<file path="src/rtl/tds_pkg.sv">
// tds_pkg: shared types and codes for the timer deadline scheduler
// depends on nothing; imported by every rtl module
`default_nettype none
package tds_pkg;

    localparam int SLOTS_DEF = 16;

    localparam logic [1:0] CMD_SCHEDULE = 2'd0;
    localparam logic [1:0] CMD_TICK     = 2'd1;
    localparam logic [1:0] CMD_CANCEL   = 2'd2;

    localparam logic [1:0] KIND_SCHEDULED = 2'd0;
    localparam logic [1:0] KIND_FIRED     = 2'd1;
    localparam logic [1:0] KIND_NEXT      = 2'd2;
    localparam logic [1:0] KIND_FULL      = 2'd3;

    typedef enum logic [1:0] {
        SCAN_FREE,
        SCAN_DUE,
        SCAN_DELTA
    } scan_mode_t;

    typedef struct packed {
        logic        in_load;
        logic        scan_clr;
        logic        scan_run;
        scan_mode_t  scan_mode;
        logic        purge;
        logic        cancel;
        logic        sched;
        logic        fire;
        logic        out_load;
        logic [1:0]  out_kind;
        logic        out_last;
    } dp_cmd_t;

    typedef struct packed {
        logic found;
        logic scan_done;
        logic out_free;
    } dp_stat_t;

    typedef struct packed {
        logic [47:0] deadline;
        logic [31:0] interval;
        logic        repeat_flag;
        logic [3:0]  queue;
        logic [15:0] tag;
    } slot_t;

endpackage
`default_nettype wire

</file>
<file path="src/rtl/tds_in_if.sv">
// tds_in_if: input channel of the timer deadline scheduler
// valid/ready handshake with the command payload
`default_nettype none
interface tds_in_if;
    logic        valid;
    logic        ready;
    logic [1:0]  command;
    logic [31:0] interval;
    logic        repeat_flag;
    logic [3:0]  target_queue;
    logic [15:0] task_tag;
    logic [3:0]  cancel_handle;

    modport source (output valid, command, interval, repeat_flag, target_queue, task_tag,
                    cancel_handle, input ready);
    modport sink (input valid, command, interval, repeat_flag, target_queue, task_tag,
                  cancel_handle, output ready);
endinterface
`default_nettype wire

</file>
<file path="src/rtl/tds_out_if.sv">
// tds_out_if: result channel of the timer deadline scheduler
// valid/ready handshake with the result payload
`default_nettype none
interface tds_out_if;
    logic        valid;
    logic        ready;
    logic [1:0]  kind;
    logic [3:0]  handle;
    logic [3:0]  fired_queue;
    logic [15:0] fired_tag;
    logic [31:0] next_delta;
    logic        last;

    modport source (output valid, kind, handle, fired_queue, fired_tag, next_delta, last,
                    input ready);
    modport sink (input valid, kind, handle, fired_queue, fired_tag, next_delta, last,
                  output ready);
endinterface
`default_nettype wire

</file>
<file path="src/rtl/tds_dp.sv">
// tds_dp: slot table, time counter, slot scanner and result register
// depends on tds_pkg; driven by tds_ctrl
`default_nettype none
module tds_dp
    import tds_pkg::*;
#(
    parameter int SLOTS = SLOTS_DEF
) (
    input  wire logic        clk,
    input  wire logic        rst_n,
    input  wire logic [31:0] in_interval,
    input  wire logic        in_repeat_flag,
    input  wire logic [3:0]  in_target_queue,
    input  wire logic [15:0] in_task_tag,
    input  wire logic [3:0]  in_cancel_handle,
    input  wire dp_cmd_t     cmd,
    output dp_stat_t         stat,
    output logic             out_valid,
    input  wire logic        out_ready,
    output logic [1:0]       out_kind,
    output logic [3:0]       out_handle,
    output logic [3:0]       out_fired_queue,
    output logic [15:0]      out_fired_tag,
    output logic [31:0]      out_next_delta,
    output logic             out_last
);

    localparam int IW = $clog2(SLOTS);
    localparam logic [IW-1:0] LAST_IDX = IW'(SLOTS - 1);

    slot_t mem [SLOTS];

    logic [47:0]      now_reg;
    logic [SLOTS-1:0] valid_reg;
    logic [SLOTS-1:0] en_reg;
    logic [SLOTS-1:0] done_reg;

    logic [31:0] l_iv_reg;
    logic        l_rep_reg;
    logic [3:0]  l_q_reg;
    logic [15:0] l_tag_reg;
    logic [3:0]  l_h_reg;

    logic [IW-1:0] idx_reg;
    logic          issue_reg;
    logic          p_vld_reg;
    logic [IW-1:0] p_idx_reg;
    slot_t         rd_reg;

    logic          found_reg;
    logic [IW-1:0] best_idx_reg;
    logic [47:0]   best_val_reg;
    slot_t         best_slot_reg;

    logic          out_valid_reg;
    logic [1:0]    out_kind_reg;
    logic [3:0]    out_handle_reg;
    logic [3:0]    out_queue_reg;
    logic [15:0]   out_tag_reg;
    logic [31:0]   out_delta_reg;
    logic          out_last_reg;

    logic [47:0]   lag;
    logic [47:0]   ahead;
    logic [47:0]   ahead_sat;
    logic          due;
    logic          take;
    logic [47:0]   cand_val;
    logic [31:0]   iv1;
    logic          mem_we;
    slot_t         mem_wd;
    logic [IW-1:0] cancel_idx;
    logic          cancel_ok;

    assign lag       = now_reg - rd_reg.deadline;
    assign ahead     = rd_reg.deadline - now_reg;
    assign ahead_sat = ahead[47] ? 48'd0 : ahead;
    assign due       = valid_reg[p_idx_reg] && !done_reg[p_idx_reg] && !lag[47];
    assign cand_val  = (cmd.scan_mode == SCAN_DUE) ? lag : ahead_sat;
    assign iv1       = (l_iv_reg == 32'd0) ? 32'd1 : l_iv_reg;
    assign cancel_idx = IW'(l_h_reg);
    assign cancel_ok  = (32'(l_h_reg) < 32'(SLOTS));

    always_comb
    begin
        take = 1'b0;
        if (p_vld_reg && cmd.scan_run)
        begin
            unique case (cmd.scan_mode)
                SCAN_FREE:  take = !valid_reg[p_idx_reg] && !found_reg;
                SCAN_DUE:   take = due && (!found_reg || lag > best_val_reg);
                SCAN_DELTA: take = valid_reg[p_idx_reg] &&
                                   (!found_reg || ahead_sat < best_val_reg);
                default:    take = 1'b0;
            endcase
        end
    end

    always_comb
    begin
        mem_we = cmd.sched || (cmd.fire && best_slot_reg.repeat_flag);
        if (cmd.sched)
        begin
            mem_wd.deadline    = now_reg + {16'd0, iv1};
            mem_wd.interval    = iv1;
            mem_wd.repeat_flag = l_rep_reg;
            mem_wd.queue       = l_q_reg;
            mem_wd.tag         = l_tag_reg;
        end
        else
        begin
            mem_wd          = best_slot_reg;
            mem_wd.deadline = best_slot_reg.deadline + {16'd0, best_slot_reg.interval};
        end
    end

    always_ff @(posedge clk)
    begin
        if (mem_we)
        begin
            mem[best_idx_reg] <= mem_wd;
        end
        if (cmd.scan_run && issue_reg)
        begin
            rd_reg <= mem[idx_reg];
        end
    end

    // payload, scan index, best-candidate and result registers
    always_ff @(posedge clk)
    begin
        if (cmd.in_load)
        begin
            l_iv_reg  <= in_interval;
            l_rep_reg <= in_repeat_flag;
            l_q_reg   <= in_target_queue;
            l_tag_reg <= in_task_tag;
            l_h_reg   <= in_cancel_handle;
        end
        if (cmd.scan_run && issue_reg)
        begin
            p_idx_reg <= idx_reg;
        end
        if (take)
        begin
            best_idx_reg  <= p_idx_reg;
            best_val_reg  <= cand_val;
            best_slot_reg <= rd_reg;
        end
        if (cmd.out_load)
        begin
            out_kind_reg   <= cmd.out_kind;
            out_last_reg   <= cmd.out_last;
            out_handle_reg <= (cmd.out_kind == KIND_SCHEDULED || cmd.out_kind == KIND_FIRED)
                              ? 4'(best_idx_reg) : 4'd0;
            out_queue_reg  <= (cmd.out_kind == KIND_FIRED) ? best_slot_reg.queue : 4'd0;
            out_tag_reg    <= (cmd.out_kind == KIND_FIRED) ? best_slot_reg.tag : 16'd0;
            if (cmd.out_kind == KIND_NEXT)
            begin
                out_delta_reg <= (found_reg && best_val_reg[47:32] == 16'd0)
                                 ? best_val_reg[31:0] : '1;
            end
            else
            begin
                out_delta_reg <= 32'd0;
            end
        end
    end

    always_ff @(posedge clk or negedge rst_n)
    begin
        if (!rst_n)
        begin
            now_reg       <= '0;
            valid_reg     <= '0;
            en_reg        <= '0;
            done_reg      <= '0;
            idx_reg       <= '0;
            issue_reg     <= 1'b0;
            p_vld_reg     <= 1'b0;
            found_reg     <= 1'b0;
            out_valid_reg <= 1'b0;
        end
        else
        begin
            if (cmd.scan_clr)
            begin
                idx_reg   <= '0;
                issue_reg <= 1'b1;
                p_vld_reg <= 1'b0;
                found_reg <= 1'b0;
            end
            else if (cmd.scan_run)
            begin
                p_vld_reg <= issue_reg;
                if (issue_reg)
                begin
                    idx_reg   <= idx_reg + IW'(1);
                    issue_reg <= (idx_reg != LAST_IDX);
                end
                if (take)
                begin
                    found_reg <= 1'b1;
                end
            end

            if (cmd.purge)
            begin
                valid_reg <= valid_reg & en_reg;
                done_reg  <= '0;
                now_reg   <= now_reg + 48'd1;
            end
            if (cmd.cancel && cancel_ok && valid_reg[cancel_idx])
            begin
                en_reg[cancel_idx] <= 1'b0;
            end
            if (cmd.sched)
            begin
                valid_reg[best_idx_reg] <= 1'b1;
                en_reg[best_idx_reg]    <= 1'b1;
            end
            if (cmd.fire)
            begin
                done_reg[best_idx_reg] <= 1'b1;
                if (!best_slot_reg.repeat_flag)
                begin
                    valid_reg[best_idx_reg] <= 1'b0;
                end
            end

            if (cmd.out_load)
            begin
                out_valid_reg <= 1'b1;
            end
            else if (out_ready)
            begin
                out_valid_reg <= 1'b0;
            end
        end
    end

    assign stat.found     = found_reg;
    assign stat.scan_done = p_vld_reg && (p_idx_reg == LAST_IDX);
    assign stat.out_free  = !out_valid_reg || out_ready;

    assign out_valid       = out_valid_reg;
    assign out_kind        = out_kind_reg;
    assign out_handle      = out_handle_reg;
    assign out_fired_queue = out_queue_reg;
    assign out_fired_tag   = out_tag_reg;
    assign out_next_delta  = out_delta_reg;
    assign out_last        = out_last_reg;

endmodule
`default_nettype wire

</file>
<file path="src/rtl/tds_ctrl.sv">
// tds_ctrl: command sequencer of the timer deadline scheduler
// depends on tds_pkg; drives tds_dp through dp_cmd_t
`default_nettype none
module tds_ctrl
    import tds_pkg::*;
(
    input  wire logic       clk,
    input  wire logic       rst_n,
    input  wire logic       in_valid,
    input  wire logic [1:0] in_command,
    output logic            in_ready,
    input  wire dp_stat_t   stat,
    output dp_cmd_t         cmd
);

    typedef enum logic [2:0] {
        ST_IDLE,
        ST_FREE,
        ST_SCHED_OUT,
        ST_DUE,
        ST_FIRE,
        ST_DELTA,
        ST_REPORT,
        ST_CANCEL
    } state_t;

    state_t state_reg;
    state_t state_next;

    always_ff @(posedge clk or negedge rst_n)
    begin
        if (!rst_n)
        begin
            state_reg <= ST_IDLE;
        end
        else
        begin
            state_reg <= state_next;
        end
    end

    always_comb
    begin
        cmd        = '0;
        cmd.scan_mode = SCAN_FREE;
        in_ready   = 1'b0;
        state_next = state_reg;
        unique case (state_reg)
            ST_IDLE:
            begin
                in_ready = 1'b1;
                if (in_valid)
                begin
                    cmd.in_load = 1'b1;
                    unique case (in_command)
                        CMD_SCHEDULE:
                        begin
                            cmd.scan_clr = 1'b1;
                            state_next   = ST_FREE;
                        end
                        CMD_TICK:
                        begin
                            cmd.purge    = 1'b1;
                            cmd.scan_clr = 1'b1;
                            state_next   = ST_DUE;
                        end
                        CMD_CANCEL:
                        begin
                            state_next = ST_CANCEL;
                        end
                        default:
                        begin
                            state_next = ST_IDLE;
                        end
                    endcase
                end
            end
            ST_FREE:
            begin
                cmd.scan_run  = 1'b1;
                cmd.scan_mode = SCAN_FREE;
                if (stat.scan_done)
                begin
                    state_next = ST_SCHED_OUT;
                end
            end
            ST_SCHED_OUT:
            begin
                if (stat.out_free)
                begin
                    cmd.out_load = 1'b1;
                    cmd.out_last = 1'b1;
                    cmd.sched    = stat.found;
                    cmd.out_kind = stat.found ? KIND_SCHEDULED : KIND_FULL;
                    state_next   = ST_IDLE;
                end
            end
            ST_DUE:
            begin
                cmd.scan_run  = 1'b1;
                cmd.scan_mode = SCAN_DUE;
                if (stat.scan_done)
                begin
                    state_next = ST_FIRE;
                end
            end
            ST_FIRE:
            begin
                if (!stat.found)
                begin
                    cmd.scan_clr = 1'b1;
                    state_next   = ST_DELTA;
                end
                else if (stat.out_free)
                begin
                    cmd.fire     = 1'b1;
                    cmd.out_load = 1'b1;
                    cmd.out_kind = KIND_FIRED;
                    cmd.scan_clr = 1'b1;
                    state_next   = ST_DUE;
                end
            end
            ST_DELTA:
            begin
                cmd.scan_run  = 1'b1;
                cmd.scan_mode = SCAN_DELTA;
                if (stat.scan_done)
                begin
                    state_next = ST_REPORT;
                end
            end
            ST_REPORT:
            begin
                if (stat.out_free)
                begin
                    cmd.out_load = 1'b1;
                    cmd.out_kind = KIND_NEXT;
                    cmd.out_last = 1'b1;
                    state_next   = ST_IDLE;
                end
            end
            ST_CANCEL:
            begin
                cmd.cancel = 1'b1;
                state_next = ST_IDLE;
            end
            default:
            begin
                state_next = ST_IDLE;
            end
        endcase
    end

endmodule
`default_nettype wire

</file>
<file path="src/rtl/timer_deadline_scheduler_unit.sv">
// timer_deadline_scheduler_unit: top level of the timer deadline scheduler
// depends on tds_pkg, tds_in_if, tds_out_if, tds_ctrl, tds_dp
//
// channel   dir  carries
// in_ch     in   command, interval, repeat_flag, target_queue, task_tag, cancel_handle
// out_ch    out  kind, handle, fired_queue, fired_tag, next_delta, last
//
// schedule runs a free-slot pass, a tick F+1 due passes and a delta pass for F fired timers:
// each pass is one read a cycle from the slot memory through a registered read port
// one item is in work at a time; the next is taken once the last result is registered
// a stalled result holds the block in its output state until out_ch.ready
// reset clears the time counter and the slot valid and enable bits; no clearing pass
`default_nettype none
module timer_deadline_scheduler_unit
    import tds_pkg::*;
#(
    parameter int SLOTS = SLOTS_DEF
) (
    input  wire logic clk,
    input  wire logic rst_n,
    tds_in_if.sink    in_ch,
    tds_out_if.source out_ch
);

    dp_cmd_t  cmd;
    dp_stat_t stat;

    tds_ctrl u_ctrl (
        .clk        (clk),
        .rst_n      (rst_n),
        .in_valid   (in_ch.valid),
        .in_command (in_ch.command),
        .in_ready   (in_ch.ready),
        .stat       (stat),
        .cmd        (cmd)
    );

    tds_dp #(
        .SLOTS (SLOTS)
    ) u_dp (
        .clk              (clk),
        .rst_n            (rst_n),
        .in_interval      (in_ch.interval),
        .in_repeat_flag   (in_ch.repeat_flag),
        .in_target_queue  (in_ch.target_queue),
        .in_task_tag      (in_ch.task_tag),
        .in_cancel_handle (in_ch.cancel_handle),
        .cmd              (cmd),
        .stat             (stat),
        .out_valid        (out_ch.valid),
        .out_ready        (out_ch.ready),
        .out_kind         (out_ch.kind),
        .out_handle       (out_ch.handle),
        .out_fired_queue  (out_ch.fired_queue),
        .out_fired_tag    (out_ch.fired_tag),
        .out_next_delta   (out_ch.next_delta),
        .out_last         (out_ch.last)
    );

    a_tick_busy: assert property (@(posedge clk) disable iff (!rst_n)
        (in_ch.valid && in_ch.ready && in_ch.command == CMD_TICK) |=> !in_ch.ready)
        else $error("tick accepted without entering the scan");

    a_not_last_fired: assert property (@(posedge clk) disable iff (!rst_n)
        (out_ch.valid && !out_ch.last) |-> (out_ch.kind == KIND_FIRED))
        else $error("non-final result is not a fired timer");

    a_fire_found: assert property (@(posedge clk) disable iff (!rst_n)
        cmd.fire |-> (stat.found && stat.out_free))
        else $error("fire issued without a due timer or a free output");

endmodule
`default_nettype wire

</file>
<file path="src/flat_wrapper.sv">
// flat-port wrapper written by rule: the top's interface ports become plain ports
module timer_deadline_scheduler_unit_flat import tds_pkg::*;
#(
    parameter int SLOTS = SLOTS_DEF
)
  (clk, rst_n, in_ch_valid, in_ch_command, in_ch_interval, in_ch_repeat_flag, in_ch_target_queue, in_ch_task_tag, in_ch_cancel_handle, in_ch_ready, out_ch_valid, out_ch_kind, out_ch_handle, out_ch_fired_queue, out_ch_fired_tag, out_ch_next_delta, out_ch_last, out_ch_ready);
  tds_in_if in_ch_i ();
  tds_out_if out_ch_i ();
  input  wire logic clk;
  input  wire logic rst_n;
  input wire logic [$bits(in_ch_i.valid)-1:0] in_ch_valid;
  input wire logic [$bits(in_ch_i.command)-1:0] in_ch_command;
  input wire logic [$bits(in_ch_i.interval)-1:0] in_ch_interval;
  input wire logic [$bits(in_ch_i.repeat_flag)-1:0] in_ch_repeat_flag;
  input wire logic [$bits(in_ch_i.target_queue)-1:0] in_ch_target_queue;
  input wire logic [$bits(in_ch_i.task_tag)-1:0] in_ch_task_tag;
  input wire logic [$bits(in_ch_i.cancel_handle)-1:0] in_ch_cancel_handle;
  output wire logic [$bits(in_ch_i.ready)-1:0] in_ch_ready;
  output wire logic [$bits(out_ch_i.valid)-1:0] out_ch_valid;
  output wire logic [$bits(out_ch_i.kind)-1:0] out_ch_kind;
  output wire logic [$bits(out_ch_i.handle)-1:0] out_ch_handle;
  output wire logic [$bits(out_ch_i.fired_queue)-1:0] out_ch_fired_queue;
  output wire logic [$bits(out_ch_i.fired_tag)-1:0] out_ch_fired_tag;
  output wire logic [$bits(out_ch_i.next_delta)-1:0] out_ch_next_delta;
  output wire logic [$bits(out_ch_i.last)-1:0] out_ch_last;
  input wire logic [$bits(out_ch_i.ready)-1:0] out_ch_ready;
  assign in_ch_i.valid = in_ch_valid;
  assign in_ch_i.command = in_ch_command;
  assign in_ch_i.interval = in_ch_interval;
  assign in_ch_i.repeat_flag = in_ch_repeat_flag;
  assign in_ch_i.target_queue = in_ch_target_queue;
  assign in_ch_i.task_tag = in_ch_task_tag;
  assign in_ch_i.cancel_handle = in_ch_cancel_handle;
  assign in_ch_ready = in_ch_i.ready;
  assign out_ch_valid = out_ch_i.valid;
  assign out_ch_kind = out_ch_i.kind;
  assign out_ch_handle = out_ch_i.handle;
  assign out_ch_fired_queue = out_ch_i.fired_queue;
  assign out_ch_fired_tag = out_ch_i.fired_tag;
  assign out_ch_next_delta = out_ch_i.next_delta;
  assign out_ch_last = out_ch_i.last;
  assign out_ch_i.ready = out_ch_ready;
  timer_deadline_scheduler_unit #(.SLOTS(SLOTS)) u_core (.clk(clk), .rst_n(rst_n), .in_ch(in_ch_i), .out_ch(out_ch_i));
endmodule
</file>
<file path="config.mk">
export PLATFORM = sky130hd
export DESIGN_NAME = timer_deadline_scheduler_unit_flat
export DESIGN_NICKNAME = d
export VERILOG_FILES = /design/src/rtl/tds_pkg.sv /design/src/rtl/tds_in_if.sv /design/src/rtl/tds_out_if.sv /design/src/rtl/tds_dp.sv /design/src/rtl/tds_ctrl.sv /design/src/rtl/timer_deadline_scheduler_unit.sv /design/src/flat_wrapper.sv
export SDC_FILE = /design/constraint.sdc
export NUM_CORES = 2
export LEC_CHECK = 0
export ABC_AREA = 1
export BUFFER_PORTS_ARGS = -buffer_cell sky130_fd_sc_hd__buf_2
export CORE_UTILIZATION = 45
export DETAILED_ROUTE_END_ITERATION = 12
export GPL_TIMING_DRIVEN = 0
export SYNTH_ARGS = -nofsm -noshare
export SYNTH_HDL_FRONTEND = slang
export SYNTH_SLANG_ARGS = --single-unit
</file>
<file path="constraint.sdc">
create_clock -name clk -period 8.8 [get_ports clk]
set_input_delay 1.32 -clock clk [delete_from_list [all_inputs] [get_ports clk]]
set_output_delay 1.32 -clock clk [all_outputs]
set_load 0.05 [all_outputs]
</file>
; ---- Yosys cells after proc, flatten, opt, wreduce, memory -nomap -nowiden
; Memory sizes are Yosys's and may differ from the RTL's. A register that Yosys moved wholly into a read port is not among the register bits.
; Cells that the tools add are included.
[totals]
word_cells = 180
mem_bits_rw = 1616
inputBits = 63
out_inout_bits = 61
ff_bits = 380
mem_count = 1
[classes]
bitwise_logic = 8
n_eq_ne = 21
order_cmp = 7
n_addsub = 6
mux = 70
reduce_logical = 38
[memory_table]
columns = name, depth, width, read_ports, rd_clocked_by_memory_dff, write_ports, line
row1 = u_core.u_dp.mem, 16, 101, 1, 1, 1, tds_dp.sv:31  ; slot_t mem [SLOTS];
[ops]
columns = op, n
row1 = $mux W16, 8
row2 = $mux W101, 1
row3 = $add A48 B32 Y48, 2
row4 = $sub A48 B48 Y48, 2
row5 = $mux W32, 2
row6 = $add A48 B1 Y48 const B, 1
row7 = $and A16 B16 Y16, 3
row8 = $gt A48 B48 Y1, 1
row9 = $lt A47 B48 Y1, 1
row10 = $mux W48, 1
row11 = $or A16 B16 Y16, 3
row12 = $mux W47, 1
row13 = $logic_not A32 Y1, 1
row14 = $not A16 Y16, 2
row15 = $mux W1, 30
row16 = $pmux W3 S3, 3
row17 = $mux W4, 6
row18 = $mux W3, 7
row19 = $pmux W3 S7, 1
row20 = $logic_not A16 Y1, 1
row21 = $lt A4 B5 Y1 const B, 3
row22 = $logic_and A1 B1 Y1, 13
row23 = $bmux W1 S4, 3
row24 = $eq A3 B3 Y1 const B, 4
row25 = other kinds (23), 50

; ---- Longest topological paths before layout
[logic_depth]
ltp_word = 11
mapped_depth = 32
depth_no_buf = 31

; ---- Hierarchy
; A second synthesis with hierarchy kept.
[unflattened]
cells_unflattened = 8240
area_unflattened_um2 = 93517.2
[by_module_without_submodules]
columns = mod, n_inst, cells_each, area_each_um2, seq_area_each_um2
row1 = tds_dp, 1, 8168, 93081.8, 62359.8
row2 = tds_ctrl, 1, 72, 435.4, 75.1

; ---- Least setup slack after synthesis
; OpenSTA, ideal clock, no wires.
[synth_timing]
path_type = register -> register
from = register u_core.u_dp.now_reg[2]
to = register u_core.u_dp.best_idx_reg[0], enable pin
setup_time_ns = 0.506
t_arrival_ns = 6.703
stages_incl_launch_ff = 29
path_slack_ns = 1.591
synth_period_minus_slack_ns = 7.209
required_time_ns = 8.294
path_buffers = 1
path_cell_list = dfrtp_1 -> inv_1 -> ha_1 -> buf_4 -> a21oi_1 -> nor2_1 -> nor2_1 -> inv_1 -> a21oi_1 -> inv_1 -> a21oi_1 -> o21ai_0 -> nand3_1 -> o2111ai_1 -> xor2_1 -> inv_1 -> ha_1 -> nand4_1 -> nor3_1 -> nand4_1 -> inv_1 -> nand2_1 -> o211ai_1 -> a21oi_1 -> nor2_1 -> nor2_1 -> nand2_1 -> nand2_1 -> inv_1
[synth_between]
elab_chain_cells = 7
word_cells_on_any_way = 13
cone_classes = 2 x add/sub / 2 x order compare / 3 x mux / 6 x reduce/logical
[synth_lines]
columns = item, line
row1 = "start, declared", tds_dp.sv:33  ; logic [47:0] now_reg;
row2 = "start signal, assigned", tds_dp.sv:211  ; now_reg <= now_reg + 48'd1;
row3 = $sub A48 B48 Y48, tds_dp.sv:76  ; assign ahead = rd_reg.deadline - now_reg;
row4 = $mux W47, tds_dp.sv:77  ; assign ahead_sat = ahead[47] ? 48'd0 : ahead;
row5 = $lt A47 B48 Y1, tds_dp.sv:93  ; (!found_reg || ahead_sat < best_val_reg);
row6 = $logic_or A1 B1 Y1, tds_dp.sv:93
row7 = $logic_and A1 B1 Y1, tds_dp.sv:92  ; SCAN_DELTA: take = valid_reg[p_idx_reg] &&
row8 = $pmux W1 S3 (*), tds_dp.sv:89  ; unique case (cmd.scan_mode)
row9 = $mux W1 (*), tds_dp.sv:87  ; if (p_vld_reg && cmd.scan_run)
row10 = named net u_core.u_dp.take, tds_dp.sv:67  ; logic take;
row11 = "end signal, assigned", tds_dp.sv:146  ; best_idx_reg <= p_idx_reg;
row12 = "end, declared", tds_dp.sv:51  ; logic [IW-1:0] best_idx_reg;
; Mark *: on every way through the listed nets, which the timed path passes. The rest lies on a longest branch.
; A chain may end at the register's enable or synchronous reset.

; ---- Final worst setup path
[layout_timing]
from = register u_core.u_dp.rd_reg[53] (netlist name)
to = register u_core.u_dp.best_slot_reg[11] (netlist name), enable pin
[layout_between]
elab_chain_cells = 7
word_cells_on_any_way = 13
cone_classes = 2 x add/sub / 2 x order compare / 3 x mux / 6 x reduce/logical
[layout_lines]
columns = item, line
row1 = $sub A48 B48 Y48, tds_dp.sv:76
row2 = $mux W47, tds_dp.sv:77
row3 = $lt A47 B48 Y1, tds_dp.sv:93
row4 = $logic_or A1 B1 Y1, tds_dp.sv:93
row5 = $logic_and A1 B1 Y1, tds_dp.sv:92
row6 = $pmux W1 S3 (*), tds_dp.sv:89
row7 = $mux W1 (*), tds_dp.sv:87
row8 = named net u_core.u_dp.take, tds_dp.sv:67
row9 = "end signal, assigned", tds_dp.sv:148  ; best_slot_reg <= rd_reg;
row10 = "end, declared", tds_dp.sv:53  ; slot_t best_slot_reg;
; Marks and branches as above.

==> flow_metrics.py <==
metrics = {
    "outcome": {
        "status": "complete, but fails checks",
        "violations": "capacitance limit, slew limit",
    },
    "power_and_ir_drop": {
        "p_int_mw": 23.12,
        "pwr-share-clk_pct": 22.5,
        "power.density_nw_per_um2": 370.7,
        "p_sw_mw": 16.73,
        "p_sw_share_pct": 41.97,
        "p_seq_share_pct": 36.6,
        "p_leak_nw": 38.98,
        "ir_worst_vdd_mv": 0.3109,
        "pwr-share-comb_pct": 40.9,
    },
    "global_route": {
        "grt_remaining_overflow": 0,
        "grt_pass1_vias": 64650,
        "antenna_found_initial": 11,
        "grt_use_total_pct": 28.66,
        "grt_pass1_wl_um": 437900,
        "grt_max_degree": 102,
    },
    "layout": {
        "synthToLayoutAreaGrowth_pct": 14.19,
        "multiInputGateArea_um2": 27790,
        "fillers": 17960,
        "layout.nets": 8841,
        "drive_above_1_share_pct": 7.880,
        "largest_reg_flops": 1616,
        "stdcell_area_um2": 107500,
        "register_area_um2": 62430,
    },
    "job": {
        "drv_cap": 1,
    },
    "worst_setup_path": {
        "cp-start-kind": "flip-flop",
        "crit_start": "u_core.u_dp.rd_reg[53]$_DFFE_PP_",
        "crit_family": "simple AND/OR/NAND/NOR gates",
        "crit_path_end_kind": "flip-flop",
        "endpoint": "u_core.u_dp.best_slot_reg[11]$_DFFE_PP_",
        "worstPathBufferInverterCount": 6,
        "r2r_start": "u_core.u_dp.rd_reg[53]$_DFFE_PP_",
        "critical_path_required_ps": 9320,
        "slowest_stage": "nor3_1",
        "regToRegSetupSlack_ps": 910,
        "crit_arrival_ps": 8410,
        "crit_cells": 29,
        "path_common_cell": "a21oi_1",
        "max_stage_delay_ps": 700,
        "critPathMaxFanout": 101,
        "r2r-end": "u_core.u_dp.best_slot_reg[11]$_DFFE_PP_",
        "worst_r2r_path_depth": 29,
        "setup.worst_path.class": "flip-flop to flip-flop",
    },
    "hold_path": {
        "hold_path.class": "input pin to asynchronous set/reset pin",
    },
    "clock_tree": {
        "cts-root-buf": "clkbuf_16",
        "path_clk_slew_ps": 60,
        "htreeDepth": 4,
        "cts_tree": "yes",
        "postCtsSetupBuffers": 0,
        "worstSkewPairLatency_ps": 900,
        "cts_buffers": 210,
        "cts.sinks": 2097,
        "post_cts_resized": 0,
        "cts_max_path_buffers": 3,
        "holdBufCountCts": 0,
    },
    "sta": {
        "finalMaxSlewViolations": 11,
        "setup_tns_ps": 0,
        "finClkSkew_ps": 117.0,
        "worstMarginPinSlew_ps": 1533,
        "setup_viol": 0,
        "max_slew_margin_pct": -2.231,
        "fmax_mhz": 126.7,
        "rsz0062_at_grt": "false",
        "finalCriticalPeriod_ps": 7892,
        "hold_viol": 0,
        "min_period_over_period_pct": 89.68,
    },
    "floorplan": {
        "dieArea_um2": 211000,
        "fp.dieH_um": 459.4,
        "die_w_um": 459.4,
        "io_pins": 124,
        "core.rowCount": 167,
        "start_util_pct": 45.37,
        "core_area_um2": 207500,
    },
    "drt": {
        "avgRoutedWirePerCell_um": 26.64,
        "dr_total_vias": 66060,
        "drtPass1Iterations": 8,
        "drt_first_iter_violations": 7322,
        "viasPerCell": 5.747,
        "route.detailed.drc": 0,
        "ant_nets": 0,
        "drt_wl_total_um": 306200,
    },
    "synthesis": {
        "async_reset_ff_share_pct": 5.103,
        "synth_nets": 8382,
        "netlist_area_um2": 94140,
        "netlist_instances": 8057,
        "synth-seq-cells": 2097,
        "yosysSeqAreaShare_pct": 66.32,
        "syn_avg_cell_area_um2": 11.68,
        "synthDistinctLibCells": 72,
        "synth_warnings": 0,
        "yosys_most_used_dff": "edfxtp_1",
        "synth-edff-count": 1990,
    },
    "placed_design": {
        "hpwl_um": 225300,
        "placed_area_um2": 100500,
        "port_buffers": 123,
        "place.gp.congestion": 1.023,
    },
}
area by class of cell:
type | count | share of cell area [%]
multi-input combinational | 4876 | 25.85
timing repair buffer | 247 | 2.544
clock buffer | 255 | 5.046
antenna | 13 | 0.03026
inverter | 663 | 2.322
sequential | 2097 | 58.08
clock inverter | 134 | 1.341
tap | 2788 | 3.245
buffer | 421 | 1.534
layout by cell type (no fill, tap or decap), types with 20 or more instances in the layout:
cell type,n
o21ai_1,67
o211ai_1,53
inv_1,649
nor3_1,39
a21oi_1,341
a31oi_1,33
edfxtp_1,1990
buf_12,67
o21ai_0,677
dfrtp_1,107
xor2_1,136
clkbuf_16,210
xnor2_1,24
nor4_1,24
o21a_1,29
nand3_1,246
mux2i_1,172
buf_1,21
buf_2,147
ha_1,258
nand4_1,29
o221ai_1,182
buf_4,26
nor2_4,21
clkinv_1,58
clkbuf_2,30
o32ai_1,237
clkbuf_1,392
nand2_1,916
nor2_1,1230
bufinv_16,20
clkinv_2,32
worst reg2reg max path, delay by kind of cell, from the launching register on:
family,cells,cell delay [ps]
buf+inv,6,1290
fa+ha+maj,3,960
flops,1,570
simple gates,10,2330
compound gates,10,2080
cells by family (layout without fill, tap and decap cells):
logic type      after synthesis  count (layout)  synth area share (%)
other cells                   0              13                     0
fa+ha+maj                   262             262                 3.514
xor+xnor                    160             160                 1.489
simple gates               2549            2549                 10.98
flops                      2097            2097                 66.32
mux                         173             173                 1.839
buf+inv                    1084            1720                 4.371
compound gates             1732            1732                 11.48
cell usage after synthesis (53+ instances only):
| library cell | count | share of area, % |
|---|---|---|
| a21oi_1 | 344 | 1.8 |
| clkbuf_1 | 365 | 1.5 |
| dfrtp_1 | 107 | 2.8 |
| edfxtp_1 | 1990 | 63 |
| ha_1 | 258 | 3.4 |
| inv_1 | 650 | 2.6 |
| mux2i_1 | 173 | 1.8 |
| nand2_1 | 917 | 3.7 |
| nand3_1 | 246 | 1.3 |
| nor2_1 | 1249 | 5.0 |
| o211ai_1 | 53 | 0.42 |
| o21ai_0 | 727 | 3.9 |
| o221ai_1 | 182 | 1.7 |
| o32ai_1 | 237 | 2.2 |
| xor2_1 | 136 | 1.3 |
through the flow:
| step | hold WS [ps] | total power, mW | setup slack (ps) | utilization (%) | instances |
|---|---|---|---|---|---|
| global placement | 401.7 | 29.98 | -7080 | 47.35 | 10970 |
| finish | 321.6 | 39.85 | 908.2 | 51.81 | 11490 |
| detailed placement | 404.5 | 30.75 | 1062 | 48.45 | 11090 |
| global route | 308.4 | 41.60 | 848.2 | 51.79 | 11480 |
| CTS | 274.8 | 39.66 | 1052 | 51.76 | 11480 |
| floorplan | 400.3 | 23.88 | 1591 | - | 8057 |
worst min path at each step:
stage	start	end	slack [ps]
5_1_grt	rst_n	u_core.u_dp.done_reg[8]$_DFF_PN0_	310
3_5_place_dp	u_core.u_dp.rd_reg[27]$_DFFE_PP_	u_core.u_dp.best_slot_reg[27]$_DFFE_PP_	400
2_1_floorplan	u_core.u_dp.rd_reg[0]$_DFFE_PP_	u_core.u_dp.best_slot_reg[0]$_DFFE_PP_	400
3_3_place_gp	u_core.u_dp.rd_reg[12]$_DFFE_PP_	u_core.u_dp.best_slot_reg[12]$_DFFE_PP_	400
6_report	rst_n	u_core.u_dp.done_reg[8]$_DFF_PN0_	320
4_1_cts	rst_n	u_core.u_dp.done_reg[8]$_DFF_PN0_	270
power groups by stage:
stage	Sequential [mW]	Combinational [mW]	Clock [mW]
2_1_floorplan	14.8	9.11	0
3_3_place_gp	15.0	15.0	0
3_5_place_dp	14.8	16.0	0
4_1_cts	14.6	16.1	9.04
5_1_grt	14.6	17.6	9.41
6_report	14.6	16.3	8.95
layer usage:
metal	vias to the layer above	part of all wire, %	global-route usage [%]
li1	29950	-	-
met5	-	0.033	0
met3	576	8.6	5.704
met1	32670	40	37.29
met2	2867	47	46.89
met4	8	4.3	11.63
Note: power is estimated with default switching activity, not from simulation.
